$ cat config.mk
export PLATFORM = sky130hd
export DESIGN_NAME = base64_stream_decoder_flat
export DESIGN_NICKNAME = d
export VERILOG_FILES = /design/src/design/b64d_pkg.sv /design/src/design/b64d_if.sv /design/src/design/b64d_front.sv /design/src/design/b64d_queue.sv /design/src/design/b64d_back.sv /design/src/design/base64_stream_decoder.sv /design/src/flat_wrapper.sv
export SDC_FILE = /design/constraint.sdc
export NUM_CORES = 1
export LEC_CHECK = 0
export BUFFER_PORTS_ARGS = -buffer_cell sky130_fd_sc_hd__buf_2
export CAP_MARGIN = 40
export CORE_AREA = 2 2 163 165
export DETAILED_ROUTE_END_ITERATION = 10
export DIE_AREA = 0 0 165 167
export GPL_ROUTABILITY_DRIVEN = 0
export PLACE_DENSITY = 0.51
export SLEW_MARGIN = 20
export SYNTH_ARGS = -nofsm -noshare
export SYNTH_HDL_FRONTEND = slang
export SYNTH_HIERARCHICAL = 1
export SYNTH_SLANG_ARGS = --single-unit
$ cat constraint.sdc
create_clock -name clk -period 3.9 [get_ports clk]
set_input_delay 0.585 -clock clk [delete_from_list [all_inputs] [get_ports clk]]
set_output_delay 0.585 -clock clk [all_outputs]
set_load 0.005 [all_outputs]
$ cat src/design/b64d_pkg.sv
// ----------------------------------------------------------------------------
// b64d_pkg: shared types, constants and functions of the Base64 decoder.
// Holds the alphabet lookup and the command word passed from the character
// front end to the byte back end.
// ----------------------------------------------------------------------------
package b64d_pkg;

  // Depth of the command queue between the front and back ends.
  localparam int QDepth = 4;
  localparam int QPtrW  = $clog2(QDepth);
  localparam int QCntW  = $clog2(QDepth + 1);

  // Lookup result width: six value bits and one flag for a non-alphabet byte.
  localparam int SextetW = 7;
  localparam logic [SextetW-1:0] SextetBad = 7'h40;

  // Character codes that need special handling.
  localparam logic [7:0] ChUpperA = 8'h41;
  localparam logic [7:0] ChUpperZ = 8'h5A;
  localparam logic [7:0] ChLowerA = 8'h61;
  localparam logic [7:0] ChLowerZ = 8'h7A;
  localparam logic [7:0] ChDigit0 = 8'h30;
  localparam logic [7:0] ChDigit9 = 8'h39;
  localparam logic [7:0] ChPlus   = 8'h2B;
  localparam logic [7:0] ChSlash  = 8'h2F;

  // Number of pending sextets that triggers the byte emit cases.
  localparam logic [1:0] CntTwo   = 2'd2;
  localparam logic [1:0] CntThree = 2'd3;

  // One queued command: up to three bytes of one input transaction.
  typedef struct packed {
    logic [2:0][7:0] bytes;      // bytes[0] is emitted first
    logic [1:0]      last_idx;   // index of the final result of this command
    logic            has_bytes;  // 0 for the empty end marker
    logic            last;       // command closes the string
  } b64d_cmd_t;

  // Head of the command queue as seen by the back end.
  typedef struct packed {
    logic      valid;
    b64d_cmd_t cmd;
  } b64d_head_t;

  // Maps one character to its sextet; bit 6 set marks a non-alphabet byte.
  function automatic logic [SextetW-1:0] sextet_of(input logic [7:0] ch);
    logic [7:0] diff;
    diff = 8'h00;
    if (ch >= ChUpperA && ch <= ChUpperZ) begin
      diff = ch - ChUpperA;
      return {1'b0, diff[5:0]};
    end else if (ch >= ChLowerA && ch <= ChLowerZ) begin
      diff = ch - ChLowerA + 8'd26;
      return {1'b0, diff[5:0]};
    end else if (ch >= ChDigit0 && ch <= ChDigit9) begin
      diff = ch - ChDigit0 + 8'd52;
      return {1'b0, diff[5:0]};
    end else if (ch == ChPlus) begin
      return 7'd62;
    end else if (ch == ChSlash) begin
      return 7'd63;
    end
    return SextetBad;
  endfunction

endpackage

$ cat src/design/b64d_if.sv
// ----------------------------------------------------------------------------
// b64d_if: stream channels of the Base64 decoder.
// One channel carries encoded characters, the other decoded bytes; both use
// a valid/ready handshake with the payload alongside.
// ----------------------------------------------------------------------------

// Character channel.
interface b64d_char_if;
  logic       valid;
  logic       ready;
  logic [7:0] symbol;
  logic       symbol_present;
  logic       end_of_string;

  modport source (output valid, output symbol, output symbol_present,
                  output end_of_string, input ready);
  modport sink   (input valid, input symbol, input symbol_present,
                  input end_of_string, output ready);
endinterface

// Decoded byte channel.
interface b64d_byte_if;
  logic       valid;
  logic       ready;
  logic [7:0] data_byte;
  logic       byte_valid;
  logic       last;

  modport source (output valid, output data_byte, output byte_valid,
                  output last, input ready);
  modport sink   (input valid, input data_byte, input byte_valid,
                  input last, output ready);
endinterface

$ cat src/design/b64d_front.sv
// ----------------------------------------------------------------------------
// b64d_front: character front end.
// Classifies each character, collects sextets and turns every transaction
// that yields output into one command for the queue.
// ----------------------------------------------------------------------------
module b64d_front import b64d_pkg::*; (
  input  logic        clk,
  input  logic        rst,
  b64d_char_if.sink   chars,
  input  logic        q_full,
  output logic        push,
  output b64d_cmd_t   push_cmd
);

  logic [17:0]        store;
  logic [17:0]        store_next;
  logic [1:0]         cnt;
  logic [1:0]         cnt_next;
  logic               halted;
  logic               halted_next;
  logic [SextetW-1:0] sextet;
  logic [23:0]        grp;
  logic [1:0]         nres;
  logic               accept;

  assign chars.ready = !q_full;
  assign accept      = chars.valid && !q_full;
  assign sextet      = sextet_of(chars.symbol);
  assign grp         = {store, sextet[5:0]};

  // Symbol first, then the end-of-string flush on the updated state.
  always_comb begin
    store_next  = store;
    cnt_next    = cnt;
    halted_next = halted;
    nres        = 2'd0;
    push_cmd    = '0;
    push_cmd.has_bytes = 1'b1;

    if (chars.symbol_present && !halted) begin
      if (sextet[6]) begin
        halted_next = 1'b1;
      end else if (cnt == CntThree) begin
        push_cmd.bytes[0] = grp[23:16];
        push_cmd.bytes[1] = grp[15:8];
        push_cmd.bytes[2] = grp[7:0];
        nres       = 2'd3;
        store_next = '0;
        cnt_next   = 2'd0;
      end else begin
        store_next = {store[11:0], sextet[5:0]};
        cnt_next   = cnt + 2'd1;
      end
    end

    if (chars.end_of_string) begin
      if (cnt_next == CntTwo) begin
        push_cmd.bytes[0] = store_next[11:4];
        nres = 2'd1;
      end else if (cnt_next == CntThree) begin
        push_cmd.bytes[0] = store_next[17:10];
        push_cmd.bytes[1] = store_next[9:2];
        nres = 2'd2;
      end
      if (nres == 2'd0) begin
        push_cmd.has_bytes = 1'b0;
        nres = 2'd1;
      end
      push_cmd.last = 1'b1;
      store_next    = '0;
      cnt_next      = 2'd0;
      halted_next   = 1'b0;
    end

    push_cmd.last_idx = nres - 2'd1;
  end

  assign push = accept && (nres != 2'd0);

  // Sextet state advances on every accepted transaction.
  always_ff @(posedge clk) begin
    if (rst) begin
      store  <= '0;
      cnt    <= 2'd0;
      halted <= 1'b0;
    end else if (accept) begin
      store  <= store_next;
      cnt    <= cnt_next;
      halted <= halted_next;
    end
  end

endmodule

$ cat src/design/b64d_queue.sv
// ----------------------------------------------------------------------------
// b64d_queue: command queue.
// A short first-in first-out buffer that decouples the front end from the
// back end so that each side may stall on its own.
// ----------------------------------------------------------------------------
module b64d_queue import b64d_pkg::*; (
  input  logic        clk,
  input  logic        rst,
  input  logic        push,
  input  b64d_cmd_t   push_cmd,
  input  logic        pop,
  output logic        full,
  output b64d_head_t  head
);

  b64d_cmd_t          entries [QDepth];
  logic [QPtrW-1:0]   wr_ptr;
  logic [QPtrW-1:0]   rd_ptr;
  logic [QCntW-1:0]   count;
  logic               do_push;
  logic               do_pop;

  assign full       = (count == QCntW'(QDepth));
  assign head.valid = (count != '0);
  assign head.cmd   = entries[rd_ptr];
  assign do_push    = push && !full;
  assign do_pop     = pop && head.valid;

  // Entry storage.
  always_ff @(posedge clk) begin
    if (do_push) begin
      entries[wr_ptr] <= push_cmd;
    end
  end

  // Pointers and fill count.
  always_ff @(posedge clk) begin
    if (rst) begin
      wr_ptr <= '0;
      rd_ptr <= '0;
      count  <= '0;
    end else begin
      if (do_push) begin
        wr_ptr <= wr_ptr + QPtrW'(1);
      end
      if (do_pop) begin
        rd_ptr <= rd_ptr + QPtrW'(1);
      end
      if (do_push && !do_pop) begin
        count <= count + QCntW'(1);
      end else if (do_pop && !do_push) begin
        count <= count - QCntW'(1);
      end
    end
  end

endmodule

$ cat src/design/b64d_back.sv
// ----------------------------------------------------------------------------
// b64d_back: byte back end.
// Walks through the bytes of the command at the queue head and presents
// them one per transaction from an output register.
// ----------------------------------------------------------------------------
module b64d_back import b64d_pkg::*; (
  input  logic        clk,
  input  logic        rst,
  input  b64d_head_t  head,
  output logic        pop,
  b64d_byte_if.source decoded
);

  logic [1:0] idx;
  logic       out_valid;
  logic [7:0] out_byte;
  logic       out_byte_valid;
  logic       out_last;
  logic       load;
  logic       take;
  logic       at_end;

  assign load   = !out_valid || decoded.ready;
  assign take   = load && head.valid;
  assign at_end = (idx == head.cmd.last_idx);
  assign pop    = take && at_end;

  assign decoded.valid      = out_valid;
  assign decoded.data_byte  = out_byte;
  assign decoded.byte_valid = out_byte_valid;
  assign decoded.last       = out_last;

  // Control: output valid and position within the current command.
  always_ff @(posedge clk) begin
    if (rst) begin
      out_valid <= 1'b0;
      idx       <= 2'd0;
    end else begin
      if (load) begin
        out_valid <= head.valid;
      end
      if (take) begin
        idx <= at_end ? 2'd0 : idx + 2'd1;
      end
    end
  end

  // Output payload register.
  always_ff @(posedge clk) begin
    if (take) begin
      out_byte       <= head.cmd.has_bytes ? head.cmd.bytes[idx] : 8'h00;
      out_byte_valid <= head.cmd.has_bytes;
      out_last       <= head.cmd.last && at_end;
    end
  end

endmodule

$ cat src/design/base64_stream_decoder.sv
// ----------------------------------------------------------------------------
// base64_stream_decoder: streaming Base64 decoder, standard alphabet.
// Takes one character per transaction and delivers decoded bytes, one per
// transaction, with the final result of each string marked.
// ----------------------------------------------------------------------------
// The decoder takes one character every clock cycle while the queue is not
// full. A front end classifies each character and, whenever a transaction
// completes a group of four sextets or ends the string, writes a command of
// up to three bytes into a four-entry queue; a back end sends those bytes
// out one per cycle from an output register while the sink accepts them.
// The sustained rate is therefore one character per cycle; the input stalls
// only when the output is held off long enough to fill the queue. A byte
// passes through the queue and then the output register. The first
// '=' or other character outside the alphabet stops decoding until the
// end-of-string transaction, which flushes a partial group and returns the
// decoder to its reset state. A string that ends with nothing to emit
// produces one result with byte_valid low and last high.
module base64_stream_decoder import b64d_pkg::*; (
  input  logic        clk,
  input  logic        rst,
  b64d_char_if.sink   chars,
  b64d_byte_if.source decoded
);

  logic       push;
  b64d_cmd_t  push_cmd;
  logic       q_full;
  logic       pop;
  b64d_head_t head;

  // Character classification and sextet collection.
  b64d_front u_front (
    .clk      (clk),
    .rst      (rst),
    .chars    (chars),
    .q_full   (q_full),
    .push     (push),
    .push_cmd (push_cmd)
  );

  // Decoupling queue.
  b64d_queue u_queue (
    .clk      (clk),
    .rst      (rst),
    .push     (push),
    .push_cmd (push_cmd),
    .pop      (pop),
    .full     (q_full),
    .head     (head)
  );

  // Byte serializer and output register.
  b64d_back u_back (
    .clk     (clk),
    .rst     (rst),
    .head    (head),
    .pop     (pop),
    .decoded (decoded)
  );

endmodule

$ cat src/flat_wrapper.sv
// flat-port wrapper written by rule: the top's interface ports become plain ports
module base64_stream_decoder_flat import b64d_pkg::*;
  (clk, rst, chars_valid, chars_symbol, chars_symbol_present, chars_end_of_string, chars_ready, decoded_valid, decoded_data_byte, decoded_byte_valid, decoded_last, decoded_ready);
  b64d_char_if chars_i ();
  b64d_byte_if decoded_i ();
  input  logic clk;
  input  logic rst;
  input wire logic [$bits(chars_i.valid)-1:0] chars_valid;
  input wire logic [$bits(chars_i.symbol)-1:0] chars_symbol;
  input wire logic [$bits(chars_i.symbol_present)-1:0] chars_symbol_present;
  input wire logic [$bits(chars_i.end_of_string)-1:0] chars_end_of_string;
  output wire logic [$bits(chars_i.ready)-1:0] chars_ready;
  output wire logic [$bits(decoded_i.valid)-1:0] decoded_valid;
  output wire logic [$bits(decoded_i.data_byte)-1:0] decoded_data_byte;
  output wire logic [$bits(decoded_i.byte_valid)-1:0] decoded_byte_valid;
  output wire logic [$bits(decoded_i.last)-1:0] decoded_last;
  input wire logic [$bits(decoded_i.ready)-1:0] decoded_ready;
  assign chars_i.valid = chars_valid;
  assign chars_i.symbol = chars_symbol;
  assign chars_i.symbol_present = chars_symbol_present;
  assign chars_i.end_of_string = chars_end_of_string;
  assign chars_ready = chars_i.ready;
  assign decoded_valid = decoded_i.valid;
  assign decoded_data_byte = decoded_i.data_byte;
  assign decoded_byte_valid = decoded_i.byte_valid;
  assign decoded_last = decoded_i.last;
  assign decoded_i.ready = decoded_ready;
  base64_stream_decoder u_core (.clk(clk), .rst(rst), .chars(chars_i), .decoded(decoded_i));
endmodule
# Word-level counts from Yosys, hierarchy flattened
# Memories as Yosys holds them, arrays and structs flattened. A register that Yosys moved wholly into a read port is not among the register bits.
# Cells that the tools add are included.
# classes
add_sub_neg,12
order_cmp,7
n_eq_ne,8
mux,48
reduce_logical,27
# ops
op,count
two-way mux 18 bit,4
two-way mux 24 bit,3
two-way mux 7 bit,6
two-way mux 16 bit,2
two-way mux 2 bit,16
two-way mux 8 bit,3
binary-select mux 8 bit (select 2 bit),1
"equality test 8 x 6 -> 1 bit, second input constant",2
"greater-or-equal comparator 8 x 7 -> 1 bit, second input constant",2
"<= comparator 8 x 7 -> 1 bit, second input constant",2
logical AND 1 bit,13
"subtractor 6 bit, second input constant",2
two-way mux 1 bit,11
"adder 2 x 1 -> 2 bit, second input constant",4
"greater-or-equal comparator 8 x 6 -> 1 bit, second input constant",1
"<= comparator 8 x 6 -> 1 bit, second input constant",1
nonzero test 2 bit,4
"adder 6 x 5 -> 6 bit, second input constant",1
"adder 6 bit, second input constant",1
"equality test 2 bit, second input constant",3
two-way mux 3 bit,2
AND reduction 3 bit,2
"subtractor 6 x 1 -> 6 bit, second input constant",1
logical NOT 1 bit,5
other kinds (10),10
# totals
regBits,41
ramBits,112
in_bits,14
out_inout_bits,12
mem_count,1
# mem_list
memory,words,word_bits,rd,rd_ports_with_merged_regs,wr,line,text
u_core.u_queue.entries,4,28,1,1,1,b64d_queue.sv:16,b64d_cmd_t entries [QDepth];

# Logic depth before layout (Yosys ltp)
# depth
depth_word,23
ltp_mapped,17
depth_no_buf,15

# Modules after synthesis
# Netlist, hierarchy kept.
# by_module_without_submodules
mod,instances,cells_each,area_each_um2,seq_area_each_um2
b64d_queue,1,194,4559.4,3543.4
b64d_front,1,254,2010.7,420.4
b64d_back,1,69,768.2,360.3

# Least setup slack after synthesis
# No wires, ideal clock.
# synth_timing
kind,input port to flip-flop
startpoint,input chars_symbol[2]
endpoint,register u_core.u_queue.count[2]
setup_time_ns,0.070
arrival_ns,3.745
setup_slack_ns,0.085
path_stages,17
n_path_buf,2
cell_sequence,inv_1 -> ha_1 -> a21oi_1 -> a2111oi_2 -> or3_1 -> clkbuf_4 -> a21o_1 -> buf_6 -> a21boi_0 -> inv_1 -> nor2_1 -> ha_1 -> inv_1 -> fa_1 -> xor2_1 -> or3_1 -> a21oi_1
# synth_between
elab_chain_len,22
word_cells_on_any_way,41
classes_between,6 x order compare; 4 x eq/ne; 20 x mux; 11 x reduce/logical
# synth_lines
item,line,text
start: declaration,flat_wrapper.sv:9,input wire logic [$bits(chars_i.symbol)-1:0] chars_symbol;
branches (longest 6 deep; another with greater-or-equal comparator 8 x 6 -> 1 bit),n/a,
two-way mux 7 bit *,b64d_pkg.sv:63,return SextetBad;
two-way mux 2 bit,b64d_front.sv:41,if (sextet[6]) begin
two-way mux 2 bit,b64d_front.sv:40,if (chars.symbol_present && !halted) begin
equality test 2 bit,b64d_front.sv:60,end else if (cnt_next == CntThree) begin
two-way mux 2 bit,b64d_front.sv:60,
two-way mux 2 bit,b64d_front.sv:57,if (cnt_next == CntTwo) begin
two-way mux 2 bit,b64d_front.sv:56,if (chars.end_of_string) begin
[... 3 more ...],n/a,
nonzero test 2 bit *,b64d_front.sv:78,assign push = accept && (nres != 2'd0);
logical AND 1 bit *,b64d_front.sv:78,
via u_core.push,base64_stream_decoder.sv:25,logic push;
logical AND 1 bit *,b64d_queue.sv:26,assign do_push = push && !full;
via u_core.u_queue.do_push,b64d_queue.sv:20,logic do_push;
logical NOT 1 bit,b64d_queue.sv:51,end else if (do_pop && !do_push) begin
logical AND 1 bit,b64d_queue.sv:51,
nonzero test 2 bit (no source line),n/a,
end signal: assignment,b64d_queue.sv:50,count <= count + QCntW'(1);
end signal: assignment,b64d_queue.sv:52,count <= count - QCntW'(1);
end: declaration,b64d_queue.sv:19,logic [QCntW-1:0] count;
# Mark *: on every way through the listed nets, which the timed path passes. The select of a mux whose other input is x is not followed.
# A chain may end at the register's enable or synchronous reset.

# Worst setup path after layout
# Ends and elaborated chain as after synthesis.

==> flow_summary.html <==
<table>
<tr><th>Metric</th><th>Value</th></tr>
<tr><th colspan="2">Timing</th></tr>
<tr><td>Slew headroom</td><td>47.1%</td></tr>
<tr><td>Setup TNS after final layout</td><td>0 ns</td></tr>
<tr><td>Setup repair after global routing missed its margin</td><td>no</td></tr>
<tr><td>Final period utilization</td><td>between 80% and 90%</td></tr>
<tr><td>Transition time of the tightest slew-check pin</td><td>0.786 ns</td></tr>
<tr><td>Count of final max-slew check failures</td><td>0</td></tr>
<tr><td>Max Clk Rate</td><td>0.301 GHz</td></tr>
<tr><td>Post-route clock skew</td><td>0.00721 ns</td></tr>
<tr><td>Fin crit period</td><td>3.33 ns</td></tr>
<tr><td>Final critical-path setup slack</td><td>0.573 ns</td></tr>
<tr><td>Fin. Hold Viols</td><td>0</td></tr>
<tr><td>Number of endpoints failing setup at the final stage</td><td>0</td></tr>
<tr><th colspan="2">Critical path</th></tr>
<tr><td>Reg-to-Reg End</td><td>u_core/u_queue/count[2]$_SDFFE_PP0P_</td></tr>
<tr><td>Worst endpoint data arrival time</td><td>3.68 ns</td></tr>
<tr><td>CP required</td><td>4.25 ns</td></tr>
<tr><td>Reg2reg setup slack</td><td>just over 0.7 ns</td></tr>
<tr><td>Cell type of the slowest stage on the worst timing path</td><td>sky130_fd_sc_hd__or3_1</td></tr>
<tr><td>Endpoint kind of the worst setup timing path</td><td>flip-flop</td></tr>
<tr><td>Cell chain of the critical path</td><td>buf_2 &gt; inv_1 &gt; ha_1 &gt; a21oi_1 &gt; a2111oi_2 &gt; or3_1 &gt; a21o_1 &gt; a21boi_0 &gt; inv_1 &gt; nor2_1 &gt; ha_1 &gt; inv_1 &gt; fa_1 &gt; xor2_1 &gt; or3_1 &gt; a21oi_1</td></tr>
<tr><td>Biggest fanout along the worst timing path</td><td>3</td></tr>
<tr><td>Kind of launch point of the worst setup path</td><td>input port</td></tr>
<tr><td>Highest cell delay on the worst timing path</td><td>0.42 ns</td></tr>
<tr><td>Worst Setup Path Type</td><td>in2reg</td></tr>
<tr><td>Cell seen most often among critical-path stages</td><td>sky130_fd_sc_hd__inv_1</td></tr>
<tr><td>Worst-case reg-to-reg path depth</td><td>10</td></tr>
<tr><th colspan="2">Outcome</th></tr>
<tr><td>Result of the run</td><td>finished clean</td></tr>
<tr><th colspan="2">Placement</th></tr>
<tr><td>Number of placed instances, taps included</td><td>879</td></tr>
<tr><td>Pre-CTS WS</td><td>between 0.1 and 0.15 ns</td></tr>
<tr><td>HPWL after DPL</td><td>11,700 µm</td></tr>
<tr><td>Number of buffers added on ports</td><td>25</td></tr>
<tr><th colspan="2">Floorplanning</th></tr>
<tr><td>Starting density of the core</td><td>28.5%</td></tr>
<tr><td>Y dimension of the die</td><td>167 µm</td></tr>
<tr><td>Die area</td><td>27,600 µm²</td></tr>
<tr><td>Std cell rows</td><td>a little under 60</td></tr>
<tr><td>Die Width</td><td>165 µm</td></tr>
<tr><td>Ports placed on the boundary</td><td>26</td></tr>
<tr><td>Area of the core</td><td>~26,000 µm²</td></tr>
<tr><th colspan="2">Synthesis</th></tr>
<tr><td>Synth Warn #</td><td>6</td></tr>
<tr><td>Syn Inst Count</td><td>517</td></tr>
<tr><td>Post-synthesis register bit count</td><td>155</td></tr>
<tr><td>Share of the synthesized area in compound gates (AO/OA/AOI/OAI)</td><td>11.8%</td></tr>
<tr><td>Netlist cell types</td><td>78</td></tr>
<tr><td>Combined area of all synthesized cells</td><td>roughly 7300 µm²</td></tr>
<tr><td>Fraction of the yosys area taken by sequential cells</td><td>about three fifths</td></tr>
<tr><td>Mean Syn Cell Area</td><td>between 10 and 15 µm²</td></tr>
<tr><td>Main combinational cell family by area after synthesis</td><td>compound AO/OA/AOI/OAI gates</td></tr>
<tr><td>Parity-gate share of the synthesized area counting xor and xnor cells</td><td>0.955%</td></tr>
<tr><td>Mux share of post-synthesis cell area</td><td>11.2%</td></tr>
<tr><td>EDFF count, synth</td><td>122</td></tr>
<tr><td>Adder-cell area share of the yosys netlist</td><td>under 10%</td></tr>
<tr><td>Share of synthesized cell area in and, or, nand and nor gates</td><td>10.5%</td></tr>
<tr><td>Synth async-reset ratio</td><td>0%</td></tr>
<tr><td>Primary flip-flop cell chosen by synthesis mapping</td><td>sky130_fd_sc_hd__edfxtp_1</td></tr>
<tr><td>Net count of the mapped netlist</td><td>547</td></tr>
<tr><th colspan="2">Global route</th></tr>
<tr><td>GRT Residual Overflow</td><td>0</td></tr>
<tr><td>Number of antenna violations at the first check in global routing</td><td>0</td></tr>
<tr><td>First-pass GRT wire length</td><td>27,100 µm</td></tr>
<tr><td>Maximum number of pins on one net before global-route repair</td><td>29</td></tr>
<tr><td>GRT Util Overall</td><td>13.2%</td></tr>
<tr><td>Vias in the first global route</td><td>~4,700</td></tr>
<tr><th colspan="2">Clocking</th></tr>
<tr><td>Source-to-sink clock delay at the later pin of the worst-skew pair</td><td>0.43 ns</td></tr>
<tr><td>CTS Hold Buffers Added</td><td>0</td></tr>
<tr><td>Number of gates resized after CTS</td><td>0</td></tr>
<tr><td>Clock root buffer master</td><td>sky130_fd_sc_hd__clkbuf_16</td></tr>
<tr><td>Clock transition at the registers of the reported paths</td><td>0.06 ns</td></tr>
<tr><td>TritonCTS clock tree</td><td>yes</td></tr>
<tr><td>Number of setup buffers added after CTS</td><td>0</td></tr>
<tr><td>CTS sink count</td><td>~160</td></tr>
<tr><td>Deepest level of the CTS H-tree</td><td>4</td></tr>
<tr><td>Num CTS Buffers</td><td>17</td></tr>
<tr><td>Max clock buf depth</td><td>2</td></tr>
<tr><th colspan="2">Drt</th></tr>
<tr><td>Detailed-router iteration count before antenna repair</td><td>5</td></tr>
<tr><td>Wirelength per Cell</td><td>19.0 µm</td></tr>
<tr><td>Starting DRT DRC Count</td><td>418</td></tr>
<tr><td>Aggregate routed wire length</td><td>17,300 µm</td></tr>
<tr><td>Antenna viol nets, final</td><td>0</td></tr>
<tr><td>Detailed-route DRC error count</td><td>0</td></tr>
<tr><td>Avg Vias per Cell</td><td>around 5.1</td></tr>
<tr><td>Via Count</td><td>approximately 4,600</td></tr>
<tr><th colspan="2">Final layout</th></tr>
<tr><td>Synthesis-to-layout area growth</td><td>15.4%</td></tr>
<tr><td>Highest-count cells in the layout ignoring fill and taps</td><td>122 x sky130_fd_sc_hd__edfxtp_1, 37 x sky130_fd_sc_hd__nor2_1, 32 x sky130_fd_sc_hd__dfxtp_1, 25 x sky130_fd_sc_hd__buf_2, 24 x sky130_fd_sc_hd__nand2_1</td></tr>
<tr><td>Number of standard cells in the final layout excluding fillers</td><td>912</td></tr>
<tr><td>Layout net count</td><td>594</td></tr>
<tr><td>Count of antenna diodes in the layout</td><td>0</td></tr>
<tr><td>Ratio of cells with drive above 1 in the final layout</td><td>22.4%</td></tr>
<tr><td>Most frequent standard cell in the layout excluding fill and tap cells</td><td>sky130_fd_sc_hd__edfxtp_1</td></tr>
<tr><th colspan="2">Flow run</th></tr>
<tr><td>Max Cap Viol</td><td>0</td></tr>
<tr><th colspan="2">Pwr</th></tr>
<tr><td>Maximum resistive drop on vdd</td><td>0.303 mV</td></tr>
<tr><td>Total power density per cell area</td><td>516 nW/µm²</td></tr>
<tr><td>Standby leakage power</td><td>a little under 3 nW</td></tr>
<tr><th colspan="2">Min path</th></tr>
<tr><td>Number of cells on the worst hold path</td><td>2</td></tr>
<tr><td>Hold wc startpoint</td><td>u_core/u_front/store[17]$_SDFFE_PP0P_</td></tr>
<tr><td>Endpoint with the worst hold slack</td><td>u_core/u_front/store[17]$_SDFFE_PP0P_</td></tr>
<tr><td>Type of the tightest min-delay check</td><td>reg2reg</td></tr>
</table>
[kinds of logic (layout without fill, tap and decap cells)]
group,count (synthesis),in the layout
compound gates,109,109
xor+xnor,8,8
fa+ha+maj,16,16
buf+inv,41,101
flops,155,155
mux,44,44
simple gates,144,144
[state kept, by name (all words and copies together) (netlist names), named ones only]
signal and cells:
u_core/u_back/decoded.data_byte 8, u_core/u_back/decoded.last 1, u_core/u_queue/rd_ptr 2, u_core/u_front/halted 1, u_core/u_queue/wr_ptr 2, u_core/u_back/decoded.valid 1, u_core/u_front/store 18, u_core/u_back/decoded.byte_valid 1
u_core/u_queue/entries 112, u_core/u_front/cnt 2, u_core/u_back/idx 2, u_core/u_queue/count 3
[cell type report]
cell class / count / area [µm²]
multi-input cells: 321 / 2740
inverters: 17 / 63.8
fillers: 2502 / 17300
clock inverters: 14 / 106
repair buffers: 52 / 385
flip-flops and latches: 155 / 4330
clock buffers: 18 / 429
well taps: 335 / 419
[through the flow]
stage / cell area, µm² / power (W) / util [%] / hold WS [ns]
global placement: 7920 / 0.00288 / 30.7 / 0.492
CTS: 8460 / 0.00440 / 32.8 / 0.520
finish: 8470 / 0.00437 / 32.9 / 0.517
detailed placement: 7920 / 0.00290 / 30.7 / 0.490
global route: 8470 / 0.00457 / 32.9 / 0.557
floorplan: 7340 / 0.00263 / - / 0.466
[synth_stat cells (7+ instances only)]
cell                       number  share of area (%)
sky130_fd_sc_hd__a21oi_1       17                1.2
sky130_fd_sc_hd__a22oi_1       13                1.3
sky130_fd_sc_hd__and2_1         7               0.60
sky130_fd_sc_hd__dfxtp_1       33                9.0
sky130_fd_sc_hd__edfxtp_1     122                 50
sky130_fd_sc_hd__ha_1          15                2.6
sky130_fd_sc_hd__inv_1         17               0.87
sky130_fd_sc_hd__mux2i_1       16                2.2
sky130_fd_sc_hd__mux4_1         8                2.9
sky130_fd_sc_hd__mux4_2        20                6.1
sky130_fd_sc_hd__nand2_1       24                1.2
sky130_fd_sc_hd__nand3_1       10               0.68
sky130_fd_sc_hd__nor2_1        37                1.9
sky130_fd_sc_hd__nor2b_1       15                1.3
sky130_fd_sc_hd__nor3_1         8               0.55
sky130_fd_sc_hd__o21ai_0       13               0.89
[layer usage]
metal	track usage, %	wire length (µm)	vias up
met5	0	0	-
met1	18.0	7980	2369
met3	3.26	879	16
met2	21.0	8300	143
met4	3.52	160	0
li1	-	-	2106
[power breakdown]
part	internal (W)	switching, W	leakage (nW)	total (W)
logic	0.000369	0.000473	1.19	0.000842
registers	0.00196	0.0000694	1.51	0.00202
clock network	0.000864	0.000639	0.256	0.00150
total	0.00319	0.00118	2.96	0.00437
[worst max path at each step]
stage                                from                                    to  slack [ns]
after global placement    chars_symbol[2]  u_core/u_queue/count[2]$_SDFFE_PP0P_        0.24
after detailed placement  chars_symbol[2]  u_core/u_queue/count[2]$_SDFFE_PP0P_        0.15
after global routing      chars_symbol[2]  u_core/u_queue/count[2]$_SDFFE_PP0P_        0.30
after CTS                 chars_symbol[2]  u_core/u_queue/count[2]$_SDFFE_PP0P_        0.58
final                     chars_symbol[2]  u_core/u_queue/count[2]$_SDFFE_PP0P_        0.57
after floorplan           chars_symbol[2]  u_core/u_queue/count[2]$_SDFFE_PP0P_        0.09
[worst max-delay path, delay by kind of cell]
family | cells | cell delay (ns)
buffers and inverters | 4 | 0.30
XOR/XNOR | 1 | 0.15
AND/OR/NAND/NOR | 3 | 0.90
AO/OA/AOI/OAI | 5 | 0.93
adder cells (fa/ha/maj) | 3 | 0.80
Power figures use the tool's default switching activity.
